## src/rtl/spiaf_pkg.sv

```systemverilog
// ----------------------------------------------------------------------------
// spiaf_pkg
// Shared types, register codes and helper functions of the SPI adapter
// register slave with its receive and transmit FIFOs.
// ----------------------------------------------------------------------------
`default_nettype none

package spiaf_pkg;

  localparam int unsigned BYTE_W       = 8;
  localparam int unsigned LEN_W        = 16;
  localparam int unsigned FIFO_DEPTH   = 256;
  localparam int unsigned PTR_W        = $clog2(FIFO_DEPTH);
  localparam int unsigned IDENT_LENGTH = 8;
  localparam int unsigned IDENT_POS_W  = $clog2(IDENT_LENGTH);
  localparam int unsigned CFG_IDX_W    = 1;

  typedef logic [BYTE_W-1:0]      byte_t;
  typedef logic [LEN_W-1:0]       len_t;
  typedef logic [PTR_W-1:0]       ptr_t;
  typedef logic [IDENT_POS_W-1:0] ident_pos_t;

  // What one input word asks of the block.
  typedef enum logic [1:0] {
    KIND_READ  = 2'd0,
    KIND_WRITE = 2'd1,
    KIND_LINK  = 2'd2,
    KIND_CARD  = 2'd3
  } kind_e;

  // Bus register map.
  localparam logic [3:0] REG_LENGTH_UPPER = 4'd2;
  localparam logic [3:0] REG_CARD_PRESENT = 4'd3;
  localparam logic [3:0] REG_RECV_HEAD    = 4'd4;
  localparam logic [3:0] REG_RECV_TAIL    = 4'd5;
  localparam logic [3:0] REG_XMIT_HEAD    = 4'd6;
  localparam logic [3:0] REG_XMIT_TAIL    = 4'd7;
  localparam logic [3:0] REG_DISCARD      = 4'd8;
  localparam logic [3:0] REG_FEED         = 4'd9;
  localparam logic [3:0] REG_CLOCK        = 4'd10;
  localparam logic [3:0] REG_SELECT       = 4'd11;
  localparam logic [3:0] REG_IRQ_FIRED    = 4'd12;
  localparam logic [3:0] REG_IRQ_ARMED    = 4'd13;
  localparam logic [3:0] REG_DATA_PORT    = 4'd14;
  localparam logic [3:0] REG_ID_SEQ       = 4'd15;

  // Configuration register indexes.
  localparam logic [CFG_IDX_W-1:0] CFG_VERSION_MINOR = 1'd0;
  localparam logic [CFG_IDX_W-1:0] CFG_VERSION_PATCH = 1'd1;

  localparam byte_t CLOCK_RESET    = 8'd40;
  localparam byte_t IDLE_BYTE      = 8'hff;
  localparam byte_t IRQ_CARD_EVENT = 8'h01;
  localparam byte_t VERSION_MAJOR  = 8'd1;

  function automatic ptr_t ptr_next(ptr_t p);
    if (p == PTR_W'(FIFO_DEPTH - 1)) begin
      return '0;
    end
    return p + ptr_t'(1);
  endfunction

  function automatic ident_pos_t ident_next(ident_pos_t p);
    if (p == IDENT_POS_W'(IDENT_LENGTH - 1)) begin
      return '0;
    end
    return p + ident_pos_t'(1);
  endfunction

  function automatic byte_t ident_byte(ident_pos_t pos, byte_t minor, byte_t patch);
    byte_t b;
    unique case (pos)
      3'd0:    b = IDLE_BYTE;
      3'd1:    b = 8'h73;
      3'd2:    b = 8'h70;
      3'd3:    b = 8'h64;
      3'd4:    b = 8'h72;
      3'd5:    b = VERSION_MAJOR;
      3'd6:    b = minor;
      default: b = patch;
    endcase
    return b;
  endfunction

endpackage

`default_nettype wire

```

## src/rtl/spi_adapter_fifo_registers.sv

```systemverilog
// A word is taken in IDLE and its result is loaded into the output register as
// the word commits in EXEC. No new word is taken until the last has committed, as
// the FIFO memories are read, then written back; a stalled result holds the block in EXEC.
// Configuration writes are taken in any cycle.
// Reset: rst_ni clears pointers, counts and control registers at once; the
// FIFO memories are not cleared, and no clearing pass follows reset.
// ----------------------------------------------------------------------------
// spi_adapter_fifo_registers
// Sixteen-register byte slave of an SPI adapter with receive and transmit
// FIFOs held in synchronous RAMs, serving bus reads, bus writes, link byte
// slots and card-detect updates.
// ----------------------------------------------------------------------------
`default_nettype none

module spi_adapter_fifo_registers (
  input  wire logic                           clk_i,
  input  wire logic                           rst_ni,
  // Input word channel.
  input  wire logic                           in_valid_i,
  output logic                                in_stall_o,
  input  wire logic [1:0]                     kind_i,
  input  wire logic [3:0]                     reg_index_i,
  input  wire logic [7:0]                     write_data_i,
  input  wire logic [7:0]                     miso_byte_i,
  input  wire logic                           card_level_i,
  // Result word channel.
  output logic                                out_valid_o,
  input  wire logic                           out_stall_i,
  output logic      [7:0]                     read_data_o,
  output logic                                link_active_o,
  output logic      [7:0]                     mosi_byte_o,
  output logic                                select_out_o,
  output logic      [7:0]                     clock_setting_o,
  output logic                                irq_out_o,
  // Configuration write port.
  input  wire logic                           cfg_we_i,
  input  wire logic [spiaf_pkg::CFG_IDX_W-1:0] cfg_index_i,
  input  wire logic [7:0]                     cfg_data_i
);

  // The sequencer has two steps: in IDLE a word is taken and the head entry of
  // each FIFO is read; in EXEC the read data is used, the word's effects are
  // written back and the result is loaded into the output register.
  typedef enum logic {
    ST_IDLE,
    ST_EXEC
  } state_e;

  state_e state_q;

  logic in_accept;
  logic commit;

  // Captured input word.
  logic [1:0]       kind_q;
  logic [3:0]       reg_q;
  spiaf_pkg::byte_t wdata_q;
  spiaf_pkg::byte_t miso_q;
  logic             level_q;

  // Architectural registers.
  spiaf_pkg::ptr_t       rx_head_q, rx_head_d;
  spiaf_pkg::ptr_t       rx_tail_q, rx_tail_d;
  spiaf_pkg::ptr_t       tx_head_q, tx_head_d;
  spiaf_pkg::ptr_t       tx_tail_q, tx_tail_d;
  spiaf_pkg::len_t       feed_q, feed_d;
  spiaf_pkg::len_t       discard_q, discard_d;
  spiaf_pkg::byte_t      len_upper_q, len_upper_d;
  spiaf_pkg::byte_t      clock_q, clock_d;
  logic                  select_q, select_d;
  spiaf_pkg::byte_t      fired_q, fired_d;
  spiaf_pkg::byte_t      armed_q, armed_d;
  logic                  card_q, card_d;
  spiaf_pkg::ident_pos_t ident_q, ident_d;

  spiaf_pkg::byte_t version_minor_q;
  spiaf_pkg::byte_t version_patch_q;

  // Memory ports.
  logic             rx_we, tx_we;
  spiaf_pkg::byte_t rx_wdata;
  spiaf_pkg::byte_t rx_rdata, tx_rdata;

  // Result of the word in EXEC.
  spiaf_pkg::byte_t res_read;
  spiaf_pkg::byte_t res_mosi;
  logic             res_active;

  logic rx_empty, rx_full, tx_empty, tx_full;

  assign in_stall_o = (state_q != ST_IDLE);
  assign in_accept  = in_valid_i && !in_stall_o;
  // The word completes once the output register is free or being emptied.
  assign commit     = (state_q == ST_EXEC) && (!out_valid_o || !out_stall_i);

  assign rx_empty = (rx_head_q == rx_tail_q);
  assign tx_empty = (tx_head_q == tx_tail_q);
  assign rx_full  = (spiaf_pkg::ptr_next(rx_tail_q) == rx_head_q);
  assign tx_full  = (spiaf_pkg::ptr_next(tx_tail_q) == tx_head_q);

  // Both head entries are read when the word is taken; the pointers do not
  // move until the word commits, so the data stays valid throughout EXEC.
  spiaf_ram #(
    .DEPTH (spiaf_pkg::FIFO_DEPTH),
    .WIDTH (spiaf_pkg::BYTE_W)
  ) u_rx_ram (
    .clk_i   (clk_i),
    .we_i    (rx_we),
    .waddr_i (rx_tail_q),
    .wdata_i (rx_wdata),
    .re_i    (in_accept),
    .raddr_i (rx_head_q),
    .rdata_o (rx_rdata)
  );

  spiaf_ram #(
    .DEPTH (spiaf_pkg::FIFO_DEPTH),
    .WIDTH (spiaf_pkg::BYTE_W)
  ) u_tx_ram (
    .clk_i   (clk_i),
    .we_i    (tx_we),
    .waddr_i (tx_tail_q),
    .wdata_i (wdata_q),
    .re_i    (in_accept),
    .raddr_i (tx_head_q),
    .rdata_o (tx_rdata)
  );

  always_ff @(posedge clk_i) begin
    if (in_accept) begin
      kind_q  <= kind_i;
      reg_q   <= reg_index_i;
      wdata_q <= write_data_i;
      miso_q  <= miso_byte_i;
      level_q <= card_level_i;
    end
  end

  // Effect of the captured word on every register, worked out as if it
  // commits in this cycle; the memory write enables are gated by commit.
  always_comb begin
    logic rx_push;
    logic tx_push;

    rx_head_d   = rx_head_q;
    rx_tail_d   = rx_tail_q;
    tx_head_d   = tx_head_q;
    tx_tail_d   = tx_tail_q;
    feed_d      = feed_q;
    discard_d   = discard_q;
    len_upper_d = len_upper_q;
    clock_d     = clock_q;
    select_d    = select_q;
    fired_d     = fired_q;
    armed_d     = armed_q;
    card_d      = card_q;
    ident_d     = ident_q;
    res_read    = '0;
    res_mosi    = spiaf_pkg::IDLE_BYTE;
    res_active  = 1'b0;
    rx_push     = 1'b0;
    tx_push     = 1'b0;

    unique case (spiaf_pkg::kind_e'(kind_q))
      spiaf_pkg::KIND_READ: begin
        unique case (reg_q)
          spiaf_pkg::REG_CARD_PRESENT: res_read = spiaf_pkg::BYTE_W'(card_q);
          spiaf_pkg::REG_RECV_HEAD:    res_read = spiaf_pkg::BYTE_W'(rx_head_q);
          spiaf_pkg::REG_RECV_TAIL:    res_read = spiaf_pkg::BYTE_W'(rx_tail_q);
          spiaf_pkg::REG_XMIT_HEAD:    res_read = spiaf_pkg::BYTE_W'(tx_head_q);
          spiaf_pkg::REG_XMIT_TAIL:    res_read = spiaf_pkg::BYTE_W'(tx_tail_q);
          spiaf_pkg::REG_IRQ_FIRED:    res_read = fired_q;
          spiaf_pkg::REG_DATA_PORT: begin
            if (!rx_empty) begin
              res_read  = rx_rdata;
              rx_head_d = spiaf_pkg::ptr_next(rx_head_q);
            end
          end
          spiaf_pkg::REG_ID_SEQ: begin
            res_read = spiaf_pkg::ident_byte(ident_q, version_minor_q, version_patch_q);
            ident_d  = spiaf_pkg::ident_next(ident_q);
          end
          default: res_read = '0;
        endcase
      end
      spiaf_pkg::KIND_WRITE: begin
        unique case (reg_q)
          spiaf_pkg::REG_LENGTH_UPPER: len_upper_d = wdata_q;
          spiaf_pkg::REG_DISCARD:      discard_d   = {len_upper_q, wdata_q};
          spiaf_pkg::REG_FEED:         feed_d      = {len_upper_q, wdata_q};
          spiaf_pkg::REG_CLOCK:        clock_d     = wdata_q;
          spiaf_pkg::REG_SELECT:       select_d    = wdata_q[0];
          spiaf_pkg::REG_IRQ_FIRED:    fired_d     = wdata_q;
          spiaf_pkg::REG_IRQ_ARMED:    armed_d     = wdata_q;
          spiaf_pkg::REG_DATA_PORT: begin
            if (!tx_full) begin
              tx_push   = 1'b1;
              tx_tail_d = spiaf_pkg::ptr_next(tx_tail_q);
            end
          end
          default: ;
        endcase
      end
      spiaf_pkg::KIND_LINK: begin
        if (!tx_empty) begin
          res_mosi   = tx_rdata;
          res_active = 1'b1;
          tx_head_d  = spiaf_pkg::ptr_next(tx_head_q);
          if (discard_q != '0) begin
            discard_d = discard_q - spiaf_pkg::len_t'(1);
          end else begin
            rx_push = 1'b1;
          end
        end else if (feed_q != '0) begin
          res_active = 1'b1;
          feed_d     = feed_q - spiaf_pkg::len_t'(1);
          rx_push    = 1'b1;
        end
      end
      spiaf_pkg::KIND_CARD: begin
        // One-shot interrupt on a change of the card-detect level.
        if ((level_q != card_q) && ((armed_q & spiaf_pkg::IRQ_CARD_EVENT) != '0)) begin
          fired_d = fired_q | spiaf_pkg::IRQ_CARD_EVENT;
          armed_d = armed_q & ~spiaf_pkg::IRQ_CARD_EVENT;
        end
        card_d = level_q;
      end
      default: ;
    endcase

    // A returned byte is dropped when the receive FIFO is full.
    if (rx_push && !rx_full) begin
      rx_tail_d = spiaf_pkg::ptr_next(rx_tail_q);
    end else begin
      rx_push = 1'b0;
    end

    rx_we    = commit && rx_push;
    tx_we    = commit && tx_push;
    rx_wdata = miso_q;
  end

  always_ff @(posedge clk_i or negedge rst_ni) begin
    if (!rst_ni) begin
      rx_head_q   <= '0;
      rx_tail_q   <= '0;
      tx_head_q   <= '0;
      tx_tail_q   <= '0;
      feed_q      <= '0;
      discard_q   <= '0;
      len_upper_q <= '0;
      clock_q     <= spiaf_pkg::CLOCK_RESET;
      select_q    <= 1'b0;
      fired_q     <= '0;
      armed_q     <= '0;
      card_q      <= 1'b0;
      ident_q     <= '0;
    end else if (commit) begin
      rx_head_q   <= rx_head_d;
      rx_tail_q   <= rx_tail_d;
      tx_head_q   <= tx_head_d;
      tx_tail_q   <= tx_tail_d;
      feed_q      <= feed_d;
      discard_q   <= discard_d;
      len_upper_q <= len_upper_d;
      clock_q     <= clock_d;
      select_q    <= select_d;
      fired_q     <= fired_d;
      armed_q     <= armed_d;
      card_q      <= card_d;
      ident_q     <= ident_d;
    end
  end

  // Version bytes of the identification sequence; an index beyond the list
  // cannot be expressed on this port.
  always_ff @(posedge clk_i or negedge rst_ni) begin
    if (!rst_ni) begin
      version_minor_q <= '0;
      version_patch_q <= '0;
    end else if (cfg_we_i) begin
      unique case (cfg_index_i)
        spiaf_pkg::CFG_VERSION_MINOR: version_minor_q <= cfg_data_i;
        spiaf_pkg::CFG_VERSION_PATCH: version_patch_q <= cfg_data_i;
        default: ;
      endcase
    end
  end

  // Sequencer and output register. The status fields show the values after
  // the word has taken effect. A result leaving in the same cycle as a new
  // one commits simply makes way for it.
  always_ff @(posedge clk_i or negedge rst_ni) begin
    if (!rst_ni) begin
      state_q         <= ST_IDLE;
      out_valid_o     <= 1'b0;
      read_data_o     <= '0;
      link_active_o   <= 1'b0;
      mosi_byte_o     <= '0;
      select_out_o    <= 1'b0;
      clock_setting_o <= '0;
      irq_out_o       <= 1'b0;
    end else begin
      if (out_valid_o && !out_stall_i && !commit) begin
        out_valid_o <= 1'b0;
      end
      unique case (state_q)
        ST_IDLE: begin
          if (in_accept) begin
            state_q <= ST_EXEC;
          end
        end
        ST_EXEC: begin
          if (commit) begin
            state_q         <= ST_IDLE;
            out_valid_o     <= 1'b1;
            read_data_o     <= res_read;
            link_active_o   <= res_active;
            mosi_byte_o     <= res_mosi;
            select_out_o    <= select_d;
            clock_setting_o <= clock_d;
            irq_out_o       <= (fired_d != '0);
          end
        end
        default: state_q <= ST_IDLE;
      endcase
    end
  end

`ifndef SYNTHESIS
  // A new result appears only as the word in EXEC commits.
  a_result_from_exec: assert property (@(posedge clk_i) disable iff (!rst_ni)
    $rose(out_valid_o) |-> $past(state_q == ST_EXEC))
    else $error("result presented without a word in EXEC");

  // The receive FIFO is never written when full.
  a_rx_no_overflow: assert property (@(posedge clk_i) disable iff (!rst_ni)
    rx_we |-> (spiaf_pkg::ptr_next(rx_tail_q) != rx_head_q))
    else $error("receive FIFO written while full");

  // Only a link slot stores into the receive FIFO.
  a_rx_write_kind: assert property (@(posedge clk_i) disable iff (!rst_ni)
    rx_we |-> (kind_q == spiaf_pkg::KIND_LINK))
    else $error("receive FIFO written outside a link slot");

  // The receive head moves only on a read of the FIFO register.
  a_rx_pop_source: assert property (@(posedge clk_i) disable iff (!rst_ni)
    (commit && (rx_head_d != rx_head_q)) |->
      ((kind_q == spiaf_pkg::KIND_READ) && (reg_q == spiaf_pkg::REG_DATA_PORT)))
    else $error("receive head moved outside a FIFO read");
`endif

endmodule

`default_nettype wire

```

## src/rtl/spiaf_ram.sv

```systemverilog
// ----------------------------------------------------------------------------
// spiaf_ram
// Simple dual-port synchronous RAM: one write port, one read port with a
// registered read. Contents are not reset.
// ----------------------------------------------------------------------------
`default_nettype none

module spiaf_ram #(
  parameter int unsigned DEPTH = 256,
  parameter int unsigned WIDTH = 8
) (
  input  wire logic                     clk_i,
  input  wire logic                     we_i,
  input  wire logic [$clog2(DEPTH)-1:0] waddr_i,
  input  wire logic [WIDTH-1:0]         wdata_i,
  input  wire logic                     re_i,
  input  wire logic [$clog2(DEPTH)-1:0] raddr_i,
  output logic      [WIDTH-1:0]         rdata_o
);

  logic [WIDTH-1:0] mem [DEPTH];

  always_ff @(posedge clk_i) begin
    if (we_i) begin
      mem[waddr_i] <= wdata_i;
    end
  end

  always_ff @(posedge clk_i) begin
    if (re_i) begin
      rdata_o <= mem[raddr_i];
    end
  end

endmodule

`default_nettype wire

```

## config.mk

```make
export PLATFORM = sky130hd
export DESIGN_NAME = spi_adapter_fifo_registers
export DESIGN_NICKNAME = d
export VERILOG_FILES = /design/src/rtl/spiaf_pkg.sv /design/src/rtl/spi_adapter_fifo_registers.sv /design/src/rtl/spiaf_ram.sv
export SDC_FILE = /design/constraint.sdc
export NUM_CORES = 2
export LEC_CHECK = 0
export BUFFER_PORTS_ARGS = -buffer_cell sky130_fd_sc_hd__buf_4
export CAP_MARGIN = 25
export CORE_MARGIN = 5
export CORE_UTILIZATION = 56
export DETAILED_ROUTE_END_ITERATION = 8
export HOLD_SLACK_MARGIN = 0.06
export PLACE_DENSITY = 0.83
export SYNTH_ARGS = -nofsm -noshare
export SYNTH_HDL_FRONTEND = slang
export SYNTH_HIERARCHICAL = 1
export SYNTH_SLANG_ARGS = --single-unit
```

## constraint.sdc

```tcl
create_clock -name clk_i -period 4.2 [get_ports clk_i]
set_input_delay 0.21 -clock clk_i [delete_from_list [all_inputs] [get_ports clk_i]]
set_output_delay 0.21 -clock clk_i [all_outputs]
set_load 0.005 [all_outputs]
```

## Yosys cells after proc, flatten, opt, wreduce, memory -nomap -nowiden

Memory sizes are Yosys's and may differ from the RTL's. A register that Yosys moved wholly into a read port is not among the register bits.
Index checks and enable logic that the tools add are counted.

- Flip-flop bits (word level): 162
- RAM bits: 4096
- Input port bits: 37
- Output and inout port bits: 29
- Memories: 2

Memory list:

| memory | words | bits a word | rd ports | clocked after memory_dff | write ports | line | text |
|---|---|---|---|---|---|---|---|
| u_rx_ram.mem | 256 | 8 | 1 | 1 | 1 | spiaf_ram.sv:21 | `logic [WIDTH-1:0] mem [DEPTH];` |
| u_tx_ram.mem | 256 | 8 | 1 | 1 | 1 | spiaf_ram.sv:21 |  |

- Add/subtract/negate cells: 7
- Equal/unequal tests: 41
- Multiplexer cells: 72
- Bitwise gates (word level): 5
- Reduce and logical (&&, ||, !) cells: 34

Operators by type and width:

| operator | count |
|---|---|
| 8-bit 2-to-1 mux | 17 |
| 16-bit 2-to-1 mux | 6 |
| 16-bit case mux with 2 select lines | 2 |
| 8-bit case mux with 8 select lines | 1 |
| 8-bit case mux with 7 select lines | 1 |
| 1-bit 2-to-1 mux | 40 |
| 8-bit by 1-bit adder with 8-bit output, second input constant | 4 |
| 4-bit equality test, second input constant | 8 |
| 8-bit equality test | 4 |
| 8-bit equality test, second input constant | 4 |
| 16-bit nonzero test | 2 |
| 16-bit by 1-bit subtractor with 16-bit output, second input constant | 2 |
| 4-bit by 3-bit equality test with 1-bit output, second input constant | 4 |
| 8-bit case mux with 2 select lines | 1 |
| 3-bit equality test, second input constant | 4 |
| 4-bit AND reduction | 3 |
| 2-bit != test, second input constant | 5 |
| 2-bit AND reduction | 5 |
| 5-bit AND reduction | 2 |
| 3-bit AND reduction | 3 |
| 4-bit by 2-bit equality test with 1-bit output, second input constant | 2 |
| 1-bit logical AND | 8 |
| 8-bit nonzero test | 1 |
| 3-bit by 2-bit equality test with 1-bit output, second input constant | 2 |
| other kinds (14) | 28 |

## Longest topological paths before layout

- Depth in word-level cells: 10
- Depth in mapped cells: 15
- Depth with buffers taken out: 10

## Modules after synthesis

The synthesis kept the hierarchy.

Modules (own cells, without submodules):

| module | times used | cells each | area an instance (µm²) |
|---|---|---|---|
| spiaf_ram | 2 | 3733 | 79636.4 |
| spi_adapter_fifo_registers | 1 | 861 | 8613.3 |

## Least setup slack after synthesis

No wires, ideal clock.

- Path type: register -> register
- Start point: register wdata_q[0]
- End point: register irq_out_o
- Setup time: 72 ps
- Arrival time: 4115 ps
- Slack: 13 ps
- Cell stages (with the launch flop): 5
- Buffers on the path: 0
- Clock period less this slack: 4187 ps
- Path through: edfxtp_1 -> o21ai_0 -> a21oi_1 -> nor3_1 -> nor2_1

- Cells in the longest elaborated chain, start to end: 3

Ends and longest elaborated chain:

| element | line | text |
|---|---|---|
| start, declared | spi_adapter_fifo_registers.sv:57 | `spiaf_pkg::byte_t wdata_q;` |
| start signal, assigned | spi_adapter_fifo_registers.sv:133 | `wdata_q <= write_data_i;` |
| 8-bit 2-to-1 mux | spi_adapter_fifo_registers.sv:187 | `unique case (reg_q)` |
| 8-bit case mux with 2 select lines | spi_adapter_fifo_registers.sv:164 | `unique case (spiaf_pkg::kind_e'(kind_q))` |
| 8-bit nonzero test | spi_adapter_fifo_registers.sv:322 | `irq_out_o <= (fired_d != '0);` |
| end signal, assigned | spi_adapter_fifo_registers.sv:322 |  |
| end, declared | spi_adapter_fifo_registers.sv:34 | `output logic irq_out_o,` |

Every way passes these cells.
A chain may end at the register's enable or synchronous reset.

==> flow_metrics.tcl <==
set metrics [dict create \
    die_x_um 558 \
    drt_first_pass_iters 8 \
    syn_area_per_cell_um2 20.2 \
    status "finished clean" \
    end_kind "register" \
    num_vias 93300 \
    synth.distinct_cells 99 \
    routed_via_density 7.12 \
    cts_tree "done" \
    dp_cells 12300 \
    yosys.area.top_type_share 0.740 \
    gp_congestion 0.955 \
    dr.first_iter.drc_count 16700 \
    area_growth_pct 11.8 \
    io_buffers 65 \
    setup_viol 0 \
    worst-endpoint-arrival_ns 4.80 \
    wl_per_cell_um 35.0 \
    cts.htree.levels 5 \
    grt_antenna_before_repair 11 \
    p_per_area_nw_per_um2 517 \
    path_clk_slew_ns 0.07 \
    grt_first_pass_wirelength_um 662000 \
    worst_slack_ns 0.0144 \
    wirelength_um 459000 \
    async_flop_share 0.0309 \
    dieArea_um2 311000 \
    yosysSeqAreaShare 0.759 \
    synth_edf_count 4135 \
    whs_ns 0.106 \
    nets 8881 \
    fmax_ghz 0.239 \
    grt_remaining_overflow 0 \
    finalCriticalPeriod_ns 4.19 \
    synthCells 8327 \
    ys_dominant_reg_cell "edfxtp_1" \
    rows 201 \
    maxSlewHeadroom 0.0722 \
    drc 0 \
    p_leak_uw 0.0580 \
    track_usage 0.292 \
    yosysMostFrequentCell "edfxtp_1" \
    worstSetupPathType "register to register" \
    worstPathMaxFanout 43 \
    dieHeight_um 558 \
    critPathRequiredTime_ns 4.81 \
    core_area_um2 299000 \
    critical_path.top_delay_family "buffers and inverters" \
    dp_hpwl_um 258000 \
    crit_top_cell "buf_4" \
    finalClockSkew_ns 0.0764 \
    io_pins 66 \
    cap_violations 0 \
    detail-route-antenna-nets 0 \
    synthTopCellsByArea "edfxtp_1 (74%), mux4_2 (12%), dfrtp_1 (1.9%)" \
    root_buffer "clkbuf_16" \
    crit_slowest_cell "dfrtp_4" \
    cts_inserted_buffers 385 \
    path_buf_inv 3 \
    synth_fp_nets 8378 \
    grt_pass1_vias 93300 \
    hold_viol_final 0 \
    worstPathCellList "buf_4 > buf_4 > mux4_2 > a22oi_1 > a21oi_1 > nor4_1 > buf_4 > nor4_1" \
    finalMaxSlewViolations 0 \
    finalCritPeriodShare 0.997 \
    yosys.area.top_type "edfxtp_1" \
    grt_max_degree 215 \
    start_util 0.561 \
    start_kind "register" \
    ys_warn_count 6 \
    vdd_drop_max_mv 0.497 \
    clock_sinks 4267 \
    stdcell_count 13100 \
    ys_seq_elements 4267 \
    tightest_slew_ns 1.39 \
    dp_slack_ns 0.151 \
    max_stage_delay_ns 0.98 \
    postCtsSetupRepairBufs 0 \
    hp-class "input port to register" \
    clockBufferDepth 4 \
    synth_area_um2 168000 \
    drive_above_1_share 0.238 \
    synthTopCellsByCount "edfxtp_1 (4135), mux4_2 (915), nor2_1 (606), mux2i_1 (274), a22oi_1 (267)" \
    clock_latency_ns 0.94 \
]
==> logic make-up after synthesis <==
group	after synthesis	share of synthesized area
AOI/OAI and AO/OA	998	0.0415
xor gates and xnor gates	42	0.00219
adders and majority gates	14	0.00104
buffers and inverters	558	0.0198
DFF	4267	0.759
muxes	1236	0.143
and+or+nand+nor	1212	0.0335
==> registers in the layout, indices dropped and copies added (netlist names), 16 cells and up, named ones only <==
name          count
discard_q        16
feed_q           16
u_rx_ram/mem   2048
u_tx_ram/mem   2048
==> through the flow <==
| stage | util | TNS [ns] | total power, µW | cell area [µm²] |
|---|---|---|---|---|
| 2_1_floorplan | - | 0 | 58800 | 168000 |
| 3_3_place_gp | 0.583 | -0.173 | 62100 | 175000 |
| 3_5_place_dp | 0.583 | 0 | 62500 | 175000 |
| 4_1_cts | 0.627 | 0 | 96800 | 188000 |
| 5_1_grt | 0.627 | -0.0116 | 99800 | 188000 |
| 6_report | 0.627 | 0 | 97100 | 188000 |
==> repair_timing <==
item	4_1_cts	5_1_grt
gates resized for setup	0	39
endpoints found under the hold margin	215	0
endpoints found under the setup margin	0	248
hold buffers	77	0
==> area by class of cell <==
type	instances	area, µm²
clock buffer	484	10200
inverter	25	93.8
fill	18200	111000
multi-input combinational	3502	37300
clock inverter	213	1940
timing repair buffer	649	5750
tap	3958	4950
sequential	4267	128000
antenna	8	20.0
==> path summary, 6_finish.rpt <==
| kind | startpoint | to | slack (ns) | depth (start not counted) |
|---|---|---|---|---|
| min reg2reg | link_active_o | link_active_o | 0.50 | 2 |
| min | cfg_data_i[3] | version_patch_q[3] | 0.11 | 3 |
| max | rx_head_q[1] | u_rx_ram/rdata_o[4] | 0.01 | 8 |
| max reg2reg | rx_head_q[1] | u_rx_ram/rdata_o[4] | 0.01 | 8 |
| min in group asynchronous | rst_ni | clock_q[5] | 0.49 | 3 |
| max in group asynchronous | rst_ni | clock_q[3] | 3.17 | 4 |
==> where the power goes <==
part / internal [µW] / switching [µW] / total [µW]
clock: 19200 / 15600 / 34800
sequential: 47300 / 404 / 47700
combinational: 6090 / 8560 / 14700
total: 72600 / 24500 / 97100
==> cell usage in the layout (no fill, tap or decap), types with 63 or more instances in the layout <==
cell type,synthesis,routed
a21oi_1,238,238
a22oi_1,267,267
buf_4,63,511
clkbuf_1,260,82
clkbuf_16,0,391
clkinv_1,2,90
clkinv_2,0,63
dfrtp_1,130,119
dlygate4sd3_1,0,76
edfxtp_1,4135,4135
mux2i_1,274,274
mux4_2,915,915
nand2_1,160,160
nand3_1,92,92
nor2_1,606,565
nor2b_1,79,70
nor3_1,67,67
o21ai_0,87,87
o221ai_1,93,93
==> metal layers <==
metal / GRT usage / vias up / wire (µm)
li1: - / 35500 / -
met1: 0.374 / 46900 / 145000
met2: 0.462 / 9058 / 219000
met3: 0.0728 / 1862 / 62100
met4: 0.163 / 16 / 33100
met5: 0 / - / 196
==> worst register-to-register path, cell delays in order (launching register included) <==
cell,delay [ns]
dfrtp_4,0.98
buf_4,0.59
buf_4,0.28
mux4_2,0.33
a22oi_1,0.41
a21oi_1,0.24
nor4_1,0.77
buf_4,0.25
nor4_1,0.06
(Power assumes the default switching activity.)
